--- src/rtl/core/fat_chain_allocator_core_defines.svh ---
// Shared assertion macros for the allocator core
`ifndef FAT_CHAIN_ALLOCATOR_CORE_DEFINES_SVH
`define FAT_CHAIN_ALLOCATOR_CORE_DEFINES_SVH

// Check that cons holds in the same cycle as ante
`define FCA_ASSERT_NOW(label, ante, cons) \
  label: assert property (@(posedge clk) disable iff (rst) (ante) |-> (cons)) \
    else $error("allocator check failed");

// Check that cons holds in the cycle after ante
`define FCA_ASSERT_NEXT(label, ante, cons) \
  label: assert property (@(posedge clk) disable iff (rst) (ante) |=> (cons)) \
    else $error("allocator check failed");

`endif

--- src/rtl/core/fca_pkg.sv ---
package fca_pkg;

  localparam int TABLE_ENTRIES  = 4096;
  localparam int DIR_SLOTS      = 128;
  localparam int RESERVED_PAGES = 40;

  localparam int PAGE_W = $clog2(TABLE_ENTRIES);
  localparam int CNT_W  = $clog2(TABLE_ENTRIES + 1);
  localparam int SLOT_W = (DIR_SLOTS > 1) ? $clog2(DIR_SLOTS) : 1;
  localparam int LINK_W = 16;
  localparam int COUNT_W = 12;

  localparam logic [LINK_W-1:0] END_MARK   = 16'hFFFF;
  localparam logic [LINK_W:0]   TE_LINK    = (LINK_W + 1)'(TABLE_ENTRIES);
  localparam logic [CNT_W-1:0]  TE_CNT     = CNT_W'(TABLE_ENTRIES);
  localparam logic [CNT_W-1:0]  TE_CNT_M1  = CNT_W'(TABLE_ENTRIES - 1);
  localparam logic [CNT_W-1:0]  RES_CNT    = CNT_W'(RESERVED_PAGES);
  localparam logic [PAGE_W-1:0] LAST_PAGE  = PAGE_W'(TABLE_ENTRIES - 1);
  localparam logic [SLOT_W-1:0] LAST_SLOT  = SLOT_W'(DIR_SLOTS - 1);

  typedef enum logic [1:0] {
    K_CREATE = 2'd0,
    K_DELETE = 2'd1,
    K_EXTEND = 2'd2,
    K_QUERY  = 2'd3
  } kind_t;

  typedef enum logic [1:0] {
    ST_OK        = 2'd0,
    ST_NOT_FOUND = 2'd1,
    ST_DIR_FULL  = 2'd2,
    ST_NO_PAGES  = 2'd3
  } status_t;

  typedef enum logic [3:0] {
    S_CLEAR, S_IDLE, S_SLOT_SCAN, S_FREE_RD, S_FREE_CHK, S_DIR_RD, S_DIR_WAIT,
    S_LINK_RD, S_LINK_CHK, S_EXT_LOOP, S_EXT_END, S_QRY_RD, S_QRY_CHK, S_FIN
  } state_t;

  typedef enum logic [4:0] {
    OP_NONE, OP_LOAD, OP_CLR, OP_SLOT_NEXT, OP_FREE_RD, OP_FREE_SKIP,
    OP_CREATE_WR, OP_NOPAGE, OP_DIRFULL, OP_NOTFOUND, OP_DIR_RD, OP_LOAD_P,
    OP_LINK_RD, OP_DEL_WR, OP_WALK_ADV, OP_EXT_WR, OP_EXT_END, OP_QRY_RD,
    OP_QRY_OUT, OP_PUBLISH
  } op_t;

  // Status flags from datapath to controller
  typedef struct packed {
    logic clr_last;
    logic slot_used;
    logic slot_last;
    logic slot_hit;
    logic scan_end;
    logic rd_zero;
    logic link_valid;
    logic steps_lt;
    logic steps_lt1;
    logic count_zero;
  } dp_stat_t;

endpackage

--- src/rtl/core/fca_ctrl.sv ---
module fca_ctrl import fca_pkg::*; (
  input  logic     clk,
  input  logic     rst,
  input  logic     in_valid,
  output logic     in_ready,
  input  kind_t    in_kind,
  output logic     out_valid,
  input  logic     out_ready,
  input  dp_stat_t stat,
  output op_t      op
);

  state_t state, state_next;
  kind_t  kind;
  logic   out_free;

  assign out_free = !out_valid || out_ready;
  assign in_ready = (state == S_IDLE);

  // Next state
  always_comb begin
    state_next = state;
    case (state)
      S_CLEAR:     if (stat.clr_last) state_next = S_IDLE;
      S_IDLE: begin
        if (in_valid) begin
          case (in_kind)
            K_CREATE: state_next = S_SLOT_SCAN;
            K_QUERY:  state_next = S_QRY_RD;
            default:  state_next = S_DIR_RD;
          endcase
        end
      end
      S_SLOT_SCAN: begin
        if (!stat.slot_used) state_next = S_FREE_RD;
        else if (stat.slot_last) state_next = S_FIN;
      end
      S_FREE_RD: begin
        if (stat.scan_end) state_next = (kind == K_CREATE) ? S_FIN : S_EXT_END;
        else state_next = S_FREE_CHK;
      end
      S_FREE_CHK: begin
        if (stat.rd_zero) state_next = (kind == K_CREATE) ? S_FIN : S_EXT_LOOP;
        else state_next = S_FREE_RD;
      end
      S_DIR_RD:   state_next = stat.slot_hit ? S_DIR_WAIT : S_FIN;
      S_DIR_WAIT: state_next = S_LINK_RD;
      S_LINK_RD:  state_next = S_LINK_CHK;
      S_LINK_CHK: begin
        if (kind == K_DELETE) begin
          state_next = (stat.link_valid && stat.steps_lt1) ? S_LINK_RD : S_FIN;
        end else begin
          state_next = (stat.link_valid && stat.steps_lt) ? S_LINK_RD : S_EXT_LOOP;
        end
      end
      S_EXT_LOOP: state_next = stat.count_zero ? S_EXT_END : S_FREE_RD;
      S_EXT_END:  state_next = S_FIN;
      S_QRY_RD:   state_next = S_QRY_CHK;
      S_QRY_CHK:  state_next = S_FIN;
      S_FIN:      if (out_free) state_next = S_IDLE;
      default:    state_next = S_CLEAR;
    endcase
  end

  // Datapath command
  always_comb begin
    op = OP_NONE;
    case (state)
      S_CLEAR:     op = OP_CLR;
      S_IDLE:      if (in_valid) op = OP_LOAD;
      S_SLOT_SCAN: begin
        if (stat.slot_used) op = stat.slot_last ? OP_DIRFULL : OP_SLOT_NEXT;
      end
      S_FREE_RD:   op = stat.scan_end ? OP_NOPAGE : OP_FREE_RD;
      S_FREE_CHK: begin
        if (!stat.rd_zero) op = OP_FREE_SKIP;
        else op = (kind == K_CREATE) ? OP_CREATE_WR : OP_EXT_WR;
      end
      S_DIR_RD:    op = stat.slot_hit ? OP_DIR_RD : OP_NOTFOUND;
      S_DIR_WAIT:  op = OP_LOAD_P;
      S_LINK_RD:   op = OP_LINK_RD;
      S_LINK_CHK: begin
        if (kind == K_DELETE) op = OP_DEL_WR;
        else if (stat.link_valid && stat.steps_lt) op = OP_WALK_ADV;
      end
      S_EXT_END:   op = OP_EXT_END;
      S_QRY_RD:    op = OP_QRY_RD;
      S_QRY_CHK:   op = OP_QRY_OUT;
      S_FIN:       if (out_free) op = OP_PUBLISH;
      default:     op = OP_NONE;
    endcase
  end

  // State, request kind and output word flag
  always_ff @(posedge clk) begin
    if (rst) begin
      state     <= S_CLEAR;
      kind      <= K_CREATE;
      out_valid <= 1'b0;
    end else begin
      state <= state_next;
      if (state == S_IDLE && in_valid) kind <= in_kind;
      if (op == OP_PUBLISH) out_valid <= 1'b1;
      else if (out_ready) out_valid <= 1'b0;
    end
  end

endmodule

--- config.mk ---
export PLATFORM = sky130hd
export DESIGN_NAME = fca_ctrl
export DESIGN_NICKNAME = d
export VERILOG_FILES = /design/src/rtl/core/fat_chain_allocator_core_defines.svh /design/src/rtl/core/fca_pkg.sv /design/src/rtl/core/fca_ctrl.sv
export SDC_FILE = /design/constraint.sdc
export NUM_CORES = 1
export LEC_CHECK = 0
export BUFFER_PORTS_ARGS = -buffer_cell sky130_fd_sc_hd__buf_2
export CORE_MARGIN = 2
export CORE_UTILIZATION = 57
export DETAILED_ROUTE_END_ITERATION = 8
export PLACE_DENSITY = 0.84
export SETUP_SLACK_MARGIN = 0.05
export SYNTH_ARGS = -nofsm -noshare
export SYNTH_HDL_FRONTEND = slang
export SYNTH_SLANG_ARGS = --single-unit
--- constraint.sdc ---
create_clock -name clk -period 2.87 [get_ports clk]
set_input_delay 0.1435 -clock clk [delete_from_list [all_inputs] [get_ports clk]]
set_output_delay 0.1435 -clock clk [all_outputs]
set_load 0.05 [all_outputs]
## Word-level counts from Yosys, hierarchy flattened

Cells that the tools add are included.

| word-level totals | value |
|---|---|
| logic and storage cells | 63 |
| register bits | 7 |
| output and inout port bits | 7 |

| operators by class | value |
|---|---|
| equal/unequal tests | 20 |
| mux-type cells | 29 |
| reductions and logical operators | 11 |

Operators by type and width:

| kind | count |
|---|---|
| $mux 4 | 18 |
| $pmux 5 s13 | 1 |
| $pmux 4 s13 | 1 |
| $eq 4x4->1 const B | 6 |
| $eq 4x3->1 const B | 4 |
| $eq 4x2->1 const B | 2 |
| $pmux 4 s2 | 1 |
| $mux 3 | 2 |
| $ne 2x2->1 const B | 3 |
| $eq 5x5->1 const B | 1 |
| $mux 5 | 1 |
| $eq 4x1->1 const B | 1 |
| $logic_not 2->1 | 2 |
| $logic_not 4->1 | 1 |
| $mux 2 | 2 |
| $reduce_and 4->1 | 1 |
| $logic_and 1x1->1 | 3 |
| $mux 1 | 3 |
| $ne 3x3->1 const B | 1 |
| $eq 2x1->1 const B | 1 |
| $eq 2x2->1 const B | 1 |
| $reduce_bool 2->1 | 1 |
| $reduce_or 2->1 | 1 |
| $logic_not 1->1 | 1 |
| $logic_or 1x1->1 | 1 |

## Logic depth before layout (Yosys ltp)

| logic depth | value |
|---|---|
| word-level depth | 6 |
| mapped depth | 6 |
| depth with buffers taken out | 6 |

## Worst setup path after synthesis

OpenSTA, ideal clock, no wires.

| timing path | value |
|---|---|
| kind | register -> output |
| from | register state[2] |
| to | output port op[3] |
| required time | 2.727 ns |
| buffers on the path | 2 |
| path slack | 0.678 ns |
| arrival | 2.049 ns |
| cell stages (with the launch flop) | 6 |
| cell sequence | dfxtp_1 -> clkbuf_8 -> clkbuf_8 -> a211oi_1 -> a32oi_1 -> o21ai_0 |

| on the way | value |
|---|---|
| word-level cells in the longest chain between the ends | 2 |
| elaborated cells on any way between the ends | 14 |

RTL lines:

| element | RTL line | RTL |
|---|---|---|
| start, declared | fca_ctrl.sv:13 | `state_t state, state_next;` |
| start signal, assigned | fca_ctrl.sv:101 | `state <= state_next;` |
| $eq 4x4->1, or another cell as far along | fca_ctrl.sv:68 | `case (state)` |
| $pmux 5 s13 * | fca_ctrl.sv:68 |  |
| end, declared | fca_ctrl.sv:10 | `output op_t op` |

Mark *: on every way between the ends. The rest lies on a longest branch, timed or not.

## Worst setup path after layout

| timing path | value |
|---|---|
| from | register state[0] |
| to | output port op[0] |

Same word-level chain as after synthesis.

==> impl_results.md <==
- Largest net degree at the start of global routing: 33
- Yosys warning total: 0
- Slew @ Worst Pin: 960 ps
- Multi-input logic area: 716 um2
- Pre-antenna DRT Iters: 5
- Std cell rows: 14
- Worst reg2reg path depth: 5
- Final setup fails: 0
- Reg-to-reg slack, setup: 970 ps
- Layout cells sized above 1: 25.2%
- Cells after Synth: 129
- Gr ovfl total: 0
- Fin crit share: 80.1%
- Worst Path Arrival: 2160 ps
- Cts bufs inserted: 3
- Yosys reg bits: 7
- Post-route setup TNS: 0 ps
- Die W: 45.5 um
- Reg-to-reg startpoint: state[3]$_SDFFE_PP0P_
- CP required: 2730 ps
- Status: finished, final reports clean
- Antenna violations before repair: 0
- Ys async rst share: 0%
- Count of pins over their slew limit: 0
- Core Box Area: 1560 um2
- GPL Wtd Cong: 0.899
- Number of synthesized flops with an enable pin: 0
- PostCTS Resize Cnt: 0
- Crit path max fanout: 32
- Die area: 2070 um2
- Hold crit path type: primary input to register
- Slew headroom: 35.9%
- # diodes: 0
- Final Hold Fails: 0
- First-pass GRT wire length: 3950 um
- Die H: 45.5 um
- Crit start category: register
- Drt initial violations: 78
- Fmax: 0.435 GHz
- Area grow syn2layout: 8.30%
- Grt met1 use: 36.7%
- Setup bufs post-CTS: 0
- Root Buffer Master: clkbuf_4
- Worst setup EP type: output pin
- TritonCTS Sinks: 7
- Hold depth: 2
- R2r endpoint: state[3]$_SDFFE_PP0P_
- MaxCap Viol Count: 0
- Finished Core Util: 68.1%
- Worst-case clock skew: 1.72 ps
- PwrDens: 1090 nW/um2
- Routed WL per cell: 14.5 um
- Tot GR Track Use: 25.5%
- I/O pin cnt: 23
- Post-Synthesis Cell Area: 980 um2
- Hold-fix buffers, CTS: 0
- Hold worst-path end: kind[1]$_SDFFE_PP0P_
- Maximum clock insertion buffer count: 2
- Static Leakage: 0.434 nW
- WS Path Type: register to output pin
- Vias in the first global route: 901
- Layout net count: 166
- Vias per Instance: 6.54
- Tmin final: 2300 ps
- Met2 Use GR: 37.5%
- Total design power: 1.16 mW
- Mapped Avg Cell Area: 7.59 um2
- Worst-path clk slew: 50 ps
- Clock tree from TritonCTS: yes
- IO Port Bufs: 22
- Final HPWL from detailed placement: 1760 um
- DR DRC count: 0
- Initial Utilization: 62.8%
- Worst skew pair latency: 240 ps
- Reg area: 140 um2
- Via Count: 1066
- Layer with the highest usage: met2
- Cell variety after synth: 49
- Layout fillers: 138
- Top FF cell, synth: dfxtp_1
- RSZ-0062 raised after global routing: false
- Routed Antenna Nets: 0
- Syn_nets: 147
- VDD IR-drop max: 0.792 mV
- Beginning of the worst hold path: rst
- Register area share after synthesis: 14.3%
- # H-tree levels: 1
- Global-route met3 utilization: 4.76%
- Total Wirelength: 2360 um
## metrics by stage
stage	setup slack [ps]	instance area, um2	instances	hold slack, ps
2_1_floorplan	678	980	129	213
3_3_place_gp	913	1030	159	410
3_5_place_dp	872	1030	159	407
4_1_cts	610	1060	163	150
5_1_grt	402	1060	163	171
6_report	570	1060	163	159
## cell usage in the layout, fill, tap and decap left out, types with 2 or more instances in the layout
master | netlist | final
a211o_1 | 2 | 2
a211oi_1 | 2 | 2
a21oi_1 | 11 | 11
a311o_1 | 2 | 2
a32oi_1 | 2 | 2
buf_2 | 4 | 22
buf_4 | 1 | 3
clkbuf_4 | 0 | 3
dfxtp_1 | 7 | 7
ha_1 | 2 | 2
inv_1 | 7 | 7
nand2_1 | 11 | 11
nand2b_1 | 6 | 6
nand2b_4 | 2 | 2
nand3_1 | 5 | 5
nand3b_1 | 5 | 5
nor2_1 | 6 | 6
nor2b_1 | 5 | 5
o2111ai_1 | 3 | 3
o211a_1 | 2 | 2
o211ai_1 | 2 | 2
o21ai_0 | 9 | 9
o32ai_1 | 3 | 3
## registers in the layout, summed over array words and instances, names as in the netlist
register and count:
kind 2, out_valid 1, state 4
## worst max path at each step
stage,to,cells after the start,slack [ps],startpoint
CTS,op[1],4,610,state[0]$_SDFFE_PP0P_
floorplan,op[3],5,680,state[2]$_SDFFE_PP0P_
global placement,op[1],4,910,state[0]$_SDFFE_PP0P_
finish,op[0],5,570,state[0]$_SDFFE_PP0P_
global route,op[0],4,400,state[0]$_SDFFE_PP0P_
detailed placement,op[1],4,870,state[0]$_SDFFE_PP0P_
## worst max-delay path: stages (launching register included)
cell and delay (ps):
dfxtp_1 950, nand2b_1 190, o21ai_0 220, nand2_1 80
o2111ai_1 180, buf_2 300
## synth_stat cells (3+ instances only)
master | n | area, um2
nand3b_1 | 5 | 37.5
nand2b_1 | 6 | 37.5
nand2_1 | 11 | 41.3
nor2b_1 | 5 | 31.3
o21ai_0 | 9 | 45.0
nand3_1 | 5 | 25.0
buf_2 | 4 | 20.0
inv_1 | 7 | 26.3
a21oi_1 | 11 | 55.1
o32ai_1 | 3 | 26.3
dfxtp_1 | 7 | 140
o2111ai_1 | 3 | 26.3
clkbuf_8 | 4 | 55.1
nor2_1 | 6 | 22.5
## area by class of cell
type	count	share of cell area [%]
inverter	7	2.48
tap	16	1.89
multi-input combinational	104	67.5
timing repair buffer	25	12.5
sequential	7	13.2
clock buffer	4	2.48
## layer usage
metal / share of wire (%) / wire (um)
met5: 0 / 0
met4: 1.3 / 31
met3: 8.5 / 201
met2: 45 / 1050
met1: 45 / 1070
## kinds of logic after synthesis
kind of cell,after synthesis,share of synthesized area [%]
flip-flops,7,14.3
multiplexers,2,2.17
AO/OA/AOI/OAI,51,37.7
buffers and inverters,18,12.6
adder cells (fa/ha/maj),2,2.55
AND/OR/NAND/NOR,49,30.7
## power by group
group          leakage [nW]  switching, mW  internal, mW  total [mW]
clock                0.0150         0.0305        0.0527      0.0832
combinational         0.362          0.519         0.304       0.823
sequential           0.0572          0.123         0.129       0.252
Power figures use the tool's default switching activity.
